===== src/hdl/lcdseq_pkg.sv =====
// ----------------------------------------------------------------------------
// lcdseq_pkg
// Shared types and constants for the character LCD nibble sequencer.
// ----------------------------------------------------------------------------
`default_nettype none

package lcdseq_pkg;

  // request kinds
  localparam logic [1:0] CMD_BYTE = 2'd0;
  localparam logic [1:0] CMD_DATA = 2'd1;
  localparam logic [1:0] CMD_GOTO = 2'd2;
  localparam logic [1:0] CMD_INIT = 2'd3;

  // configuration register indexes
  localparam int unsigned CFG_IDX_W = 3;
  localparam logic [CFG_IDX_W-1:0] REG_ROW1_BASE  = 3'd0;
  localparam logic [CFG_IDX_W-1:0] REG_ROW2_BASE  = 3'd1;
  localparam logic [CFG_IDX_W-1:0] REG_ROW3_BASE  = 3'd2;
  localparam logic [CFG_IDX_W-1:0] REG_ROW4_BASE  = 3'd3;
  localparam logic [CFG_IDX_W-1:0] REG_DISP_TYPE  = 3'd4;
  localparam logic [CFG_IDX_W-1:0] REG_DISP_ON    = 3'd5;

  // timing in microseconds
  localparam logic [15:0] PH_SHORT_US   = 16'd1;
  localparam logic [15:0] PH_LONG_US    = 16'd100;
  localparam logic [15:0] SLOW_CMD_US   = 16'd2000;
  localparam logic [15:0] POWERUP_US    = 16'd40000;
  localparam logic [15:0] SHORT_WAIT_US = 16'd5000;
  localparam logic [15:0] LONG_WAIT_US  = 16'd50000;

  // command bytes with the long execution time
  localparam logic [7:0] LCD_CLS   = 8'h01;
  localparam logic [7:0] LCD_HOME  = 8'h02;

  // byte queue depth
  localparam int unsigned Q_DEPTH = 4;
  localparam int unsigned Q_PTR_W = $clog2(Q_DEPTH);
  localparam int unsigned Q_CNT_W = $clog2(Q_DEPTH + 1);

  // one byte transfer (or the power-up event) handed from front to back
  typedef struct packed {
    logic        powerup;
    logic        rs;
    logic [7:0]  code;
    logic [15:0] extra;
    logic        last;
  } byte_op_t;

endpackage

`default_nettype wire


===== src/hdl/lcdseq_front.sv =====
// ----------------------------------------------------------------------------
// lcdseq_front
// Accepts requests, holds the configuration and turns each request into
// byte transfers for the byte queue.
// ----------------------------------------------------------------------------
`default_nettype none

module lcdseq_front (
  input  wire logic                          clk,
  input  wire logic                          rst,
  input  wire logic                          push,
  output logic                               full,
  input  wire logic [1:0]                    command,
  input  wire logic [7:0]                    value,
  input  wire logic [2:0]                    row,
  input  wire logic [7:0]                    column,
  input  wire logic                          cfg_write,
  input  wire logic [lcdseq_pkg::CFG_IDX_W-1:0] cfg_index,
  input  wire logic [7:0]                    cfg_data,
  input  wire logic                          q_full,
  output logic                               q_push,
  output lcdseq_pkg::byte_op_t               q_op
);
  import lcdseq_pkg::*;

  logic [7:0] row1_base;
  logic [7:0] row2_base;
  logic [7:0] row3_base;
  logic [7:0] row4_base;
  logic [1:0] display_type;
  logic [7:0] display_on_code;

  logic       busy;
  logic [2:0] idx;
  logic       accept;
  logic [7:0] base;
  logic [7:0] addr;
  logic [7:0] init_code;
  logic [15:0] init_wait;

  // extra hold for clear and home
  function automatic logic [15:0] slow_extra(input logic [7:0] b);
    slow_extra = (b == LCD_CLS || b == LCD_HOME) ? SLOW_CMD_US : 16'd0;
  endfunction

  assign full   = busy | q_full;
  assign accept = push & ~full;

  // configuration registers
  always_ff @(posedge clk) begin
    if (rst) begin
      row1_base       <= 8'd128;
      row2_base       <= 8'd192;
      row3_base       <= 8'd148;
      row4_base       <= 8'd212;
      display_type    <= 2'd2;
      display_on_code <= 8'd12;
    end else if (cfg_write) begin
      case (cfg_index)
        REG_ROW1_BASE: row1_base       <= cfg_data;
        REG_ROW2_BASE: row2_base       <= cfg_data;
        REG_ROW3_BASE: row3_base       <= cfg_data;
        REG_ROW4_BASE: row4_base       <= cfg_data;
        REG_DISP_TYPE: display_type    <= cfg_data[1:0];
        REG_DISP_ON:   display_on_code <= cfg_data;
        default: ;
      endcase
    end
  end

  // goto address from the row base
  always_comb begin
    case (row)
      3'd2:    base = row2_base;
      3'd3:    base = row3_base;
      3'd4:    base = row4_base;
      default: base = row1_base;
    endcase
    addr = base + column + 8'hFF;
  end

  // init command list
  always_comb begin
    case (idx)
      3'd0, 3'd1, 3'd2: begin
        init_code = 8'h03;
        init_wait = SHORT_WAIT_US;
      end
      3'd3: begin
        init_code = LCD_HOME;
        init_wait = SHORT_WAIT_US;
      end
      3'd4: begin
        init_code = {4'h2, display_type, 2'b00};
        init_wait = LONG_WAIT_US;
      end
      3'd5: begin
        init_code = display_on_code;
        init_wait = LONG_WAIT_US;
      end
      3'd6: begin
        init_code = LCD_CLS;
        init_wait = LONG_WAIT_US;
      end
      default: begin
        init_code = 8'h06;
        init_wait = LONG_WAIT_US;
      end
    endcase
  end

  // classify the request or step the init list
  always_comb begin
    q_push = 1'b0;
    q_op   = '0;
    if (accept) begin
      q_push = 1'b1;
      case (command)
        CMD_BYTE: begin
          q_op.code  = value;
          q_op.extra = slow_extra(value);
          q_op.last  = 1'b1;
        end
        CMD_DATA: begin
          q_op.rs   = 1'b1;
          q_op.code = value;
          q_op.last = 1'b1;
        end
        CMD_GOTO: begin
          q_op.code  = addr;
          q_op.extra = slow_extra(addr);
          q_op.last  = 1'b1;
        end
        default: begin
          q_op.powerup = 1'b1;
        end
      endcase
    end else if (busy) begin
      q_push     = ~q_full;
      q_op.code  = init_code;
      q_op.extra = init_wait + slow_extra(init_code);
      q_op.last  = (idx == 3'd7);
    end
  end

  // init sequencer
  always_ff @(posedge clk) begin
    if (rst) begin
      busy <= 1'b0;
      idx  <= 3'd0;
    end else if (accept && command == CMD_INIT) begin
      busy <= 1'b1;
      idx  <= 3'd0;
    end else if (busy && !q_full) begin
      idx <= idx + 3'd1;
      if (idx == 3'd7) begin
        busy <= 1'b0;
      end
    end
  end

endmodule

`default_nettype wire


===== src/hdl/lcdseq_queue.sv =====
// ----------------------------------------------------------------------------
// lcdseq_queue
// Short first-in first-out queue of byte transfers between front and back.
// ----------------------------------------------------------------------------
`default_nettype none

module lcdseq_queue (
  input  wire logic                 clk,
  input  wire logic                 rst,
  input  wire logic                 wr,
  input  wire lcdseq_pkg::byte_op_t wr_op,
  output logic                      q_full,
  input  wire logic                 rd,
  output logic                      q_empty,
  output lcdseq_pkg::byte_op_t      head
);
  import lcdseq_pkg::*;

  byte_op_t             mem [Q_DEPTH];
  logic [Q_PTR_W-1:0]   wr_ptr;
  logic [Q_PTR_W-1:0]   rd_ptr;
  logic [Q_CNT_W-1:0]   count;
  logic                 do_wr;
  logic                 do_rd;

  assign q_full  = (count == Q_CNT_W'(Q_DEPTH));
  assign q_empty = (count == '0);
  assign do_wr   = wr & ~q_full;
  assign do_rd   = rd & ~q_empty;
  assign head    = mem[rd_ptr];

  // storage
  always_ff @(posedge clk) begin
    if (do_wr) begin
      mem[wr_ptr] <= wr_op;
    end
  end

  // pointers and fill count
  always_ff @(posedge clk) begin
    if (rst) begin
      wr_ptr <= '0;
      rd_ptr <= '0;
      count  <= '0;
    end else begin
      if (do_wr) begin
        wr_ptr <= (wr_ptr == Q_PTR_W'(Q_DEPTH - 1)) ? '0 : wr_ptr + Q_PTR_W'(1);
      end
      if (do_rd) begin
        rd_ptr <= (rd_ptr == Q_PTR_W'(Q_DEPTH - 1)) ? '0 : rd_ptr + Q_PTR_W'(1);
      end
      if (do_wr && !do_rd) begin
        count <= count + Q_CNT_W'(1);
      end else if (!do_wr && do_rd) begin
        count <= count - Q_CNT_W'(1);
      end
    end
  end

endmodule

`default_nettype wire


===== src/hdl/lcdseq_back.sv =====
// ----------------------------------------------------------------------------
// lcdseq_back
// Expands each byte transfer into six enable phases and holds the current
// pin event in an output register.
// ----------------------------------------------------------------------------
`default_nettype none

module lcdseq_back (
  input  wire logic                 clk,
  input  wire logic                 rst,
  input  wire logic                 q_empty,
  input  wire lcdseq_pkg::byte_op_t head,
  output logic                      q_pop,
  output logic                      empty,
  input  wire logic                 pop,
  output logic                      reg_select,
  output logic [3:0]                data_nibble,
  output logic                      enable,
  output logic [15:0]               hold_us,
  output logic                      last
);
  import lcdseq_pkg::*;

  localparam logic [2:0] FINAL_PHASE = 3'd5;

  logic        out_valid;
  logic [2:0]  phase;
  logic        advance;
  logic        emit;
  logic        final_evt;
  logic        ev_en;
  logic        ev_long;
  logic [3:0]  ev_nib;
  logic [15:0] ev_hold;

  assign empty     = ~out_valid;
  assign advance   = ~out_valid | pop;
  assign emit      = advance & ~q_empty;
  assign final_evt = head.powerup | (phase == FINAL_PHASE);
  assign q_pop     = emit & final_evt;

  // phase decode: low, high, long low for each nibble
  always_comb begin
    case (phase)
      3'd1, 3'd4: begin
        ev_en   = 1'b1;
        ev_long = 1'b0;
      end
      3'd2, 3'd5: begin
        ev_en   = 1'b0;
        ev_long = 1'b1;
      end
      default: begin
        ev_en   = 1'b0;
        ev_long = 1'b0;
      end
    endcase
    ev_nib  = (phase < 3'd3) ? head.code[7:4] : head.code[3:0];
    ev_hold = ev_long ? PH_LONG_US + ((phase == FINAL_PHASE) ? head.extra : 16'd0)
                      : PH_SHORT_US;
  end

  // control: phase counter and output valid
  always_ff @(posedge clk) begin
    if (rst) begin
      phase     <= 3'd0;
      out_valid <= 1'b0;
    end else begin
      if (emit) begin
        phase <= final_evt ? 3'd0 : phase + 3'd1;
      end
      if (advance) begin
        out_valid <= ~q_empty;
      end
    end
  end

  // output word register
  always_ff @(posedge clk) begin
    if (emit) begin
      if (head.powerup) begin
        reg_select  <= 1'b0;
        data_nibble <= 4'h0;
        enable      <= 1'b0;
        hold_us     <= POWERUP_US;
        last        <= 1'b0;
      end else begin
        reg_select  <= head.rs;
        data_nibble <= ev_nib;
        enable      <= ev_en;
        hold_us     <= ev_hold;
        last        <= head.last & (phase == FINAL_PHASE);
      end
    end
  end

endmodule

`default_nettype wire


===== src/hdl/char_lcd_nibble_sequencer.sv =====
// ----------------------------------------------------------------------------
// char_lcd_nibble_sequencer
// Character LCD sequencer for a 4-bit bus: requests in, pin events out.
// ----------------------------------------------------------------------------
// A command, data or goto request yields 6 result words (two nibbles of
// three enable phases each); an init request yields 49. The back end puts
// out one word per cycle while pop is held and a byte transfer is waiting,
// all through that single event register. The front end writes byte
// transfers into a 4-deep queue and takes a new request as soon as there
// is room, so input and output stall independently; after an init request
// the input stays full while the front end feeds the init command list,
// and longer whenever the queue is full. The user must write configuration
// through cfg_write, cfg_index and cfg_data only while the block is idle;
// the block itself does not enforce it.
`default_nettype none

module char_lcd_nibble_sequencer (
  input  wire logic        clk,
  input  wire logic        rst,
  input  wire logic        push,
  output logic             full,
  input  wire logic [1:0]  command,
  input  wire logic [7:0]  value,
  input  wire logic [2:0]  row,
  input  wire logic [7:0]  column,
  input  wire logic        cfg_write,
  input  wire logic [lcdseq_pkg::CFG_IDX_W-1:0] cfg_index,
  input  wire logic [7:0]  cfg_data,
  output logic             empty,
  input  wire logic        pop,
  output logic             reg_select,
  output logic [3:0]       data_nibble,
  output logic             enable,
  output logic [15:0]      hold_us,
  output logic             last
);
  import lcdseq_pkg::*;

  logic     q_full;
  logic     q_empty;
  logic     q_push;
  logic     q_pop;
  byte_op_t q_op;
  byte_op_t q_head;

  // request front end
  lcdseq_front u_front (
    .clk       (clk),
    .rst       (rst),
    .push      (push),
    .full      (full),
    .command   (command),
    .value     (value),
    .row       (row),
    .column    (column),
    .cfg_write (cfg_write),
    .cfg_index (cfg_index),
    .cfg_data  (cfg_data),
    .q_full    (q_full),
    .q_push    (q_push),
    .q_op      (q_op)
  );

  // byte queue
  lcdseq_queue u_queue (
    .clk     (clk),
    .rst     (rst),
    .wr      (q_push),
    .wr_op   (q_op),
    .q_full  (q_full),
    .rd      (q_pop),
    .q_empty (q_empty),
    .head    (q_head)
  );

  // pin event back end
  lcdseq_back u_back (
    .clk         (clk),
    .rst         (rst),
    .q_empty     (q_empty),
    .head        (q_head),
    .q_pop       (q_pop),
    .empty       (empty),
    .pop         (pop),
    .reg_select  (reg_select),
    .data_nibble (data_nibble),
    .enable      (enable),
    .hold_us     (hold_us),
    .last        (last)
  );

  // init request blocks further input while its list is fed
  a_init_blocks: assert property (@(posedge clk) disable iff (rst)
    push && !full && command == CMD_INIT |=> full)
    else $error("init request did not block input");

  // an enable-high phase is always short
  a_enable_short: assert property (@(posedge clk) disable iff (rst)
    !empty && enable |-> hold_us == PH_SHORT_US)
    else $error("enable high phase with long hold");

  // the final word of a request is a long enable-low phase
  a_last_long: assert property (@(posedge clk) disable iff (rst)
    !empty && last |-> !enable && hold_us >= PH_LONG_US)
    else $error("last word is not a long low phase");

endmodule

`default_nettype wire


===== config.mk =====
export PLATFORM = sky130hd
export DESIGN_NAME = char_lcd_nibble_sequencer
export DESIGN_NICKNAME = d
export VERILOG_FILES = /design/src/hdl/lcdseq_pkg.sv /design/src/hdl/lcdseq_front.sv /design/src/hdl/lcdseq_queue.sv /design/src/hdl/lcdseq_back.sv /design/src/hdl/char_lcd_nibble_sequencer.sv
export SDC_FILE = /design/constraint.sdc
export NUM_CORES = 1
export LEC_CHECK = 0
export BUFFER_PORTS_ARGS = -buffer_cell sky130_fd_sc_hd__buf_4
export CORE_ASPECT_RATIO = 1.5
export CORE_UTILIZATION = 45
export DETAILED_ROUTE_END_ITERATION = 7
export GPL_TIMING_DRIVEN = 0
export SYNTH_ARGS = -nofsm -noshare
export SYNTH_HDL_FRONTEND = slang
export SYNTH_SLANG_ARGS = --single-unit

===== constraint.sdc =====
create_clock -name clk -period 4 [get_ports clk]
set_input_delay 0.2 -clock clk [delete_from_list [all_inputs] [get_ports clk]]
set_output_delay 0.2 -clock clk [all_outputs]
set_load 0.01 [all_outputs]

== Word-level counts from Yosys, hierarchy flattened ==
Memory sizes are Yosys's and may differ from the RTL's. A register that Yosys moved wholly into a read port is not among the register bits.
Index checks and enable logic that the tools add are counted.
W data, S select, Z words.
Operators by class
  $add $sub $neg: 10
  $lt $le $gt $ge: 1
  equality and inequality tests: 31
  multiplexer cells: 33
  bitwise operators: 14
  reduce and logical (&&, ||, !) cells: 32
Operators with widths (number)
  $mux W25: 2
  $mux W16: 3
  $pmux W8 S5: 1
  $mux W11: 3
  $pmux W16 S2: 1
  $eq A3 B3 Y1 const B: 10
  $eq A8 B1 Y1 const B: 3
  $eq A8 B2 Y1 const B: 3
  $pmux W8 S3: 1
  $eq A3 B2 Y1 const B: 7
  $add A16 B16 Y16: 1
  $add A7 B16 Y16 const A: 1
  $pmux W8 S2: 1
  $reduce_and A2 Y1: 7
  $mux W1: 12
  $mux W2: 5
  $reduce_or A2 Y1: 5
  $add A3 B1 Y3 const B: 3
  $eq A3 B1 Y1 const B: 3
  $logic_not A3 Y1: 3
  $mux W3: 3
  $add A8 B8 Y8: 1
  $add A8 B8 Y8 const B: 1
  $eq A2 B2 Y1 const B: 4
  15 further kinds: 37
Storage, ports and cells
  bits in registers: 80
  bits in writable memories: 108
  bits of input ports: 37
  output and inout port bits: 25
  word-level logic and storage cells: 141
  memories kept: 1
Memories
  u_queue.mem: words 4, bits a word 27, read ports 1, clocked after memory_dff 1, write ports 1, line lcdseq_queue.sv:19  | byte_op_t mem [Q_DEPTH];

== Longest topological paths before layout ==
  depth after elaboration: 10
  depth in mapped cells: 17
  gate-level depth less buffers: 15

== Modules after synthesis ==
A second synthesis with hierarchy kept.
Second synthesis, totals
  cell total of the unflattened synthesis: 726
  area, all modules: 8939.8 µm²
Modules (own cells, without submodules)
  lcdseq_queue: times used 1, cells an instance 191, area an instance 4399.2 µm², seq. area each 3423.3 µm²
  lcdseq_front: times used 1, cells an instance 406, area an instance 3111.7 µm², seq. area each 920.9 µm²
  lcdseq_back: times used 1, cells an instance 129, area an instance 1428.9 µm², seq. area each 770.7 µm²

== Worst setup path after synthesis ==
No wires, ideal clock.
  path type: reg2reg
  from: reg u_queue.count[0]
  to: reg u_queue.count[2]
  library setup time: 0.070 ns
  arrival: 3.409 ns
  data required time: 3.930 ns
  setup slack: 0.521 ns
  cell stages (with the launch flop): 10
  path buffers: 0
  period minus slack after synthesis: 3.479 ns
  cell sequence: dfxtp_1 -> nor3_1 -> a21oi_1 -> o21ai_1 -> ha_1 -> inv_1 -> fa_1 -> xor2_1 -> or3_2 -> a21oi_1
Between the ends
  elaborated cells between the ends (all ways): 22
  classes of those cells: add/sub (2); eq/ne (1); mux (4); bitwise (9); reduce/logical (6)
RTL lines
  start: declaration: line lcdseq_queue.sv:22  | logic [Q_CNT_W-1:0] count;
  start signal: assignment: line lcdseq_queue.sv:53  | count <= count + Q_CNT_W'(1);
  start signal: assignment: line lcdseq_queue.sv:55  | count <= count - Q_CNT_W'(1);
  $logic_not A3 Y1 *: line lcdseq_queue.sv:27  | assign q_empty = (count == '0);
  $not A1 Y1 *: line lcdseq_back.sv:38  | assign emit = advance & ~q_empty;
  $and A1 B1 Y1 *: line lcdseq_back.sv:38
  net u_back.emit: line lcdseq_back.sv:29  | logic emit;
  $and A1 B1 Y1 *: line lcdseq_back.sv:40  | assign q_pop = emit & final_evt;
  $and A1 B1 Y1 *: line lcdseq_queue.sv:29  | assign do_rd = rd & ~q_empty;
  $logic_not A1 Y1: line lcdseq_queue.sv:52  | if (do_wr && !do_rd) begin
  $logic_and A1 B1 Y1: line lcdseq_queue.sv:52
  $mux W3 / $reduce_bool A2 Y1 (equally long branches)
Mark *: on every way through the listed nets, which the timed path passes. The rest lies on a longest branch. The select of a mux whose other input is x is not followed.
A chain may end at the register's enable or synchronous reset.

== Worst setup path after layout ==
  from: reg u_front.row2_base[1]
  to: mem u_queue.mem[2][7] (netlist name) (data pin)
Between the ends
  cells in the longest elaborated chain, start to end: 8
  elaborated cells between the ends (all ways): 9
  classes of those cells: add/sub (2); eq/ne (2); mux (4); reduce/logical (1)
RTL lines
  start: declaration: line lcdseq_front.sv:27  | logic [7:0] row2_base;
  start signal: assignment: line lcdseq_front.sv:61  | REG_ROW2_BASE: row2_base <= cfg_data;
  $pmux W8 S3 *: line lcdseq_front.sv:73  | case (row)
  $add A8 B8 Y8 * (2 in a row): line lcdseq_front.sv:79  | addr = base + column + 8'hFF;
  $eq A8 B1 Y1 / $eq A8 B2 Y1 (equally long branches): line lcdseq_front.sv:43  | slow_extra = (b == LCD_CLS || b == LCD_HOME) ? SLOW_CMD_US : 16'd0;
  $logic_or A1 B1 Y1 *: line lcdseq_front.sv:43
  $mux W11 *: line lcdseq_front.sv:43
  $pmux W16 S2 *: line lcdseq_front.sv:118  | case (command)
  $mux W25 *: line lcdseq_front.sv:116  | if (accept) begin
  end: declaration: line lcdseq_queue.sv:19
Mark *: on every way between the ends. The rest lies on a longest branch, timed or not.

==> results.cfg <==
[run_status]
status = finished, final reports clean

[global_routing]
antenna_found_initial = 0
overflow = 0
grt_pass1_wl_mm = 26.9
grt_usage = 0.207
grt_pass1_vias = 5256
grt_max_degree = 21

[critical_path]
cp_top_family = compound AO/OA/AOI/OAI gates
slowest_stage = o41ai_2
start_kind = flip-flop
path_buf_inv = 2
slowest_delay_ns = 0.41
cp.arrival_ns = 3.79
r2r_end = u_queue.mem[2][7]
cp_cell_sequence = o22ai_1 -> o21ai_0 -> o21ai_1 -> ha_1 -> inv_1 -> ha_1 -> inv_1 -> fa_1 -> nand2b_1 -> a21oi_1 -> xor2_1 -> o41ai_2 -> o2111ai_2 -> o21ai_1
reg2regPathDepth = 14
endpoint_kind = flip-flop
crit_type = reg -> reg
crit_fanout = 5
r2r_slack_ns = 0.42
timing.rr.start = u_front.row2_base[1]
worstPathRequired_ns = 4.21

[yosys]
avgSynthCellArea_um2 = 11.7
netlist_instances = 653
synth_edf_count = 102
ys.flop_type = edfxtp_1
async_flop_share = 0
syn_area_um2 = 7610
ys_seq_area_frac = 0.558
synth-seq-cells = 161
syn_nets = 727
yosysUniqueCellTypes = 63
yosys_warnings = 0

[die]
dieArea_um2 = 17500
die_w_um = 108
start_util = 0.464
die_y_um = 161
placement_rows = 57
ios = 62
core_um2 = 16400

[placed_design]
dpl_cell_area_um2 = 8330
routabilityCongestion = 0.897
place.detailed.hpwl_mm = 12.7
place_worst_setup_slack_ns = -0.617
place_inst = 919
portBuffers = 59

[power]
p_leak_nw = 3.45
power_density_nw_per_um2 = 589
peakVddDrop_mv = 0.397

[detailed_routing]
first_iter_violations = 266
ant_nets = 0
met3_wirelength_um = 485
wl_met1_mm = 6.26
num_vias = 5149
routedWlPerCell_um = 17.7
wl_mm = 16.8
topRoutingLayerUsed = met4
dr_wl_met2_mm = 9.45
dr.pass1.iters = 5
vias_per_cell = 5.43
drc = 0

[job]
maxCapViolations = 0

[min_path]
hold_depth = 2
whs_endpoint = u_front.row3_base[2]
hold_class = in -> reg
min_from = cfg_data[2]

[timing]
fmax_ghz = 0.279
rsz0062_at_grt = no
tightest_slew_ns = 1.10
hold_viol = 0
worst_slack_ns = 0.418
slew_headroom = 0.261
timing.hold.ws_ns = 0.0298
drv_slew = 0
skew_ns = 0.0150
setup_viol = 0
fin_crit_ns = 3.58
finalCritPeriodShare = 0.895

[cells_and_area]
antenna_cells = 0
design_area_um2 = 8960
fin_util = 0.547
area_growth_syn_to_layout_pct = 17.8
n_fill_cell = 1450
final_cells = 948
drive_gt1_frac = 0.185
nets = 804

[clock_tree]
root_buffer = clkbuf_16
clk_latency_ns = 0.42
tritoncts = yes
cts.sinks = 161
cts_max_path_buffers = 2
cts_setup_buffers = 0
clk_pin_slew_ns = 0.07
h-tree-depth = 4
cts_made_buffers = 17
[cells in the final DEF, fill, tap and decap left out, drive strengths merged, types with 3 or more instances in the layout]
cell	count
o22ai	7
clkinv	3
or2	5
a21oi	45
nor3	10
and2	9
a22oi	6
bufinv	4
inv	47
and3	8
nand2b	10
o221ai	6
mux4	19
or4	3
nand3	3
a21o	3
or3	4
mux2i	25
xnor2	11
a211o	7
o21ai	20
ha	35
xor2	7
buf	68
nor2b	11
nand2	82
a221oi	3
edfxtp	102
or3b	3
dfxtp	59
nand3b	9
clkbuf	31
nor2	52
[Yosys cell counts (3+ instances only)]
cell,count,area [µm²]
nor3_1,10,50.1
nor2_1,52,195
nand3b_1,9,67.6
mux4_2,19,428
o221ai_1,6,52.6
a221oi_1,3,26.3
o21ai_0,18,90.1
or2_2,5,31.3
inv_1,39,146
a211o_1,7,61.3
a21oi_1,45,225
o22ai_1,7,43.8
buf_2,3,15.0
edfxtp_1,102,3060
mux2i_1,25,250
and2_1,8,50.1
xnor2_1,11,96.3
ha_1,35,438
nand2b_1,10,62.6
dfxtp_1,59,1180
xor2_1,7,61.3
buf_1,3,11.3
a21o_1,3,22.5
clkbuf_1,16,60.1
or3_1,3,18.8
nand2_1,82,308
and3_1,8,50.1
nor2b_1,10,62.6
a22oi_1,6,45.0
[cell families (layout without fill, tap and decap cells)]
group / count (synthesis) / count (layout) / share of synthesized area
adders and majority gates: 37 / 37 / 0.0628
muxes: 45 / 45 / 0.0906
AOI/OAI and AO/OA: 113 / 113 / 0.0952
and+or+nand+nor: 214 / 214 / 0.140
buffers and inverters: 64 / 153 / 0.0330
other: 1 / 1 / 0.000493
xor gates and xnor gates: 18 / 18 / 0.0207
DFF: 161 / 161 / 0.558
[area by class of cell]
cell class,count,area [µm²],share of cell area
Inverter,40,150,0.0167
Sequential cell,161,4240,0.473
Clock inverter,14,213,0.0237
Multi-Input combinational cell,428,3120,0.348
Clock buffer,17,425,0.0475
Tap cell,206,258,0.0288
Buffer,22,93.8,0.0105
Timing Repair Buffer,60,458,0.0511
[what timing repair did]
| item | 4_1_cts | 5_1_grt |
|---|---|---|
| endpoints found under the setup margin | 24 | 20 |
| hold endpoints to repair | 0 | 0 |
| resized for setup | 3 | 0 |
| hold buffers | 0 | 0 |
[worst reg2reg max path: cells and delay by family (launching register included)]
family	cells	cell delay, ns
xor+xnor	1	0.16
flops	1	0.32
fa+ha+maj	3	0.84
buf+inv	2	0.12
compound gates	7	1.79
simple gates	1	0.16
[worst max path at each step]
| stage | startpoint | endpoint | slack [ns] | cells past startpoint |
|---|---|---|---|---|
| after floorplan | u_queue.count[0] | u_queue.count[2] | 0.52 | 9 |
| after CTS | row[1] | u_queue.mem[2][7] | 0.10 | 16 |
| after detailed placement | row[1] | u_queue.mem[1][7] | -0.62 | 17 |
| after global routing | u_front.row1_base[1] | u_queue.mem[2][7] | 0.20 | 14 |
| after global placement | row[1] | u_queue.mem[0][7] | -0.55 | 17 |
| final | u_front.row2_base[1] | u_queue.mem[2][7] | 0.42 | 14 |
[per-stage QoR]
stage,total power [W],setup TNS [ns]
5_1_grt,0.00555,0
3_3_place_gp,0.00353,-13.47
4_1_cts,0.00534,0
6_report,0.00528,0
3_5_place_dp,0.00358,-14.11
2_1_floorplan,0.00310,0
[flip-flops by register name, indices dropped and copies added (netlist names), 4 cells and up, named ones only]
name	cells
u_queue.mem	80
u_front.row3_base	8
u_front.row2_base	8
u_back.data_nibble	4
u_front.row4_base	8
u_front.row1_base	8
u_front.display_on_code	8
u_back.hold_us	15
[routing by layer]
| layer | track usage | vias up |
|---|---|---|
| li1 | - | 2517 |
| met1 | 0.218 | 2477 |
| met2 | 0.387 | 121 |
| met3 | 0.0383 | 34 |
| met4 | 0.0965 | 0 |
| met5 | 0 | - |
[power by group]
group	switching (W)	leakage (nW)	internal [W]
Sequential	0.000104	1.46	0.00212
Combinational	0.000709	1.68	0.000589
Clock	0.000691	0.314	0.00107
Total	0.00150	3.45	0.00378
No activity file was read; power rests on OpenSTA's default activity.
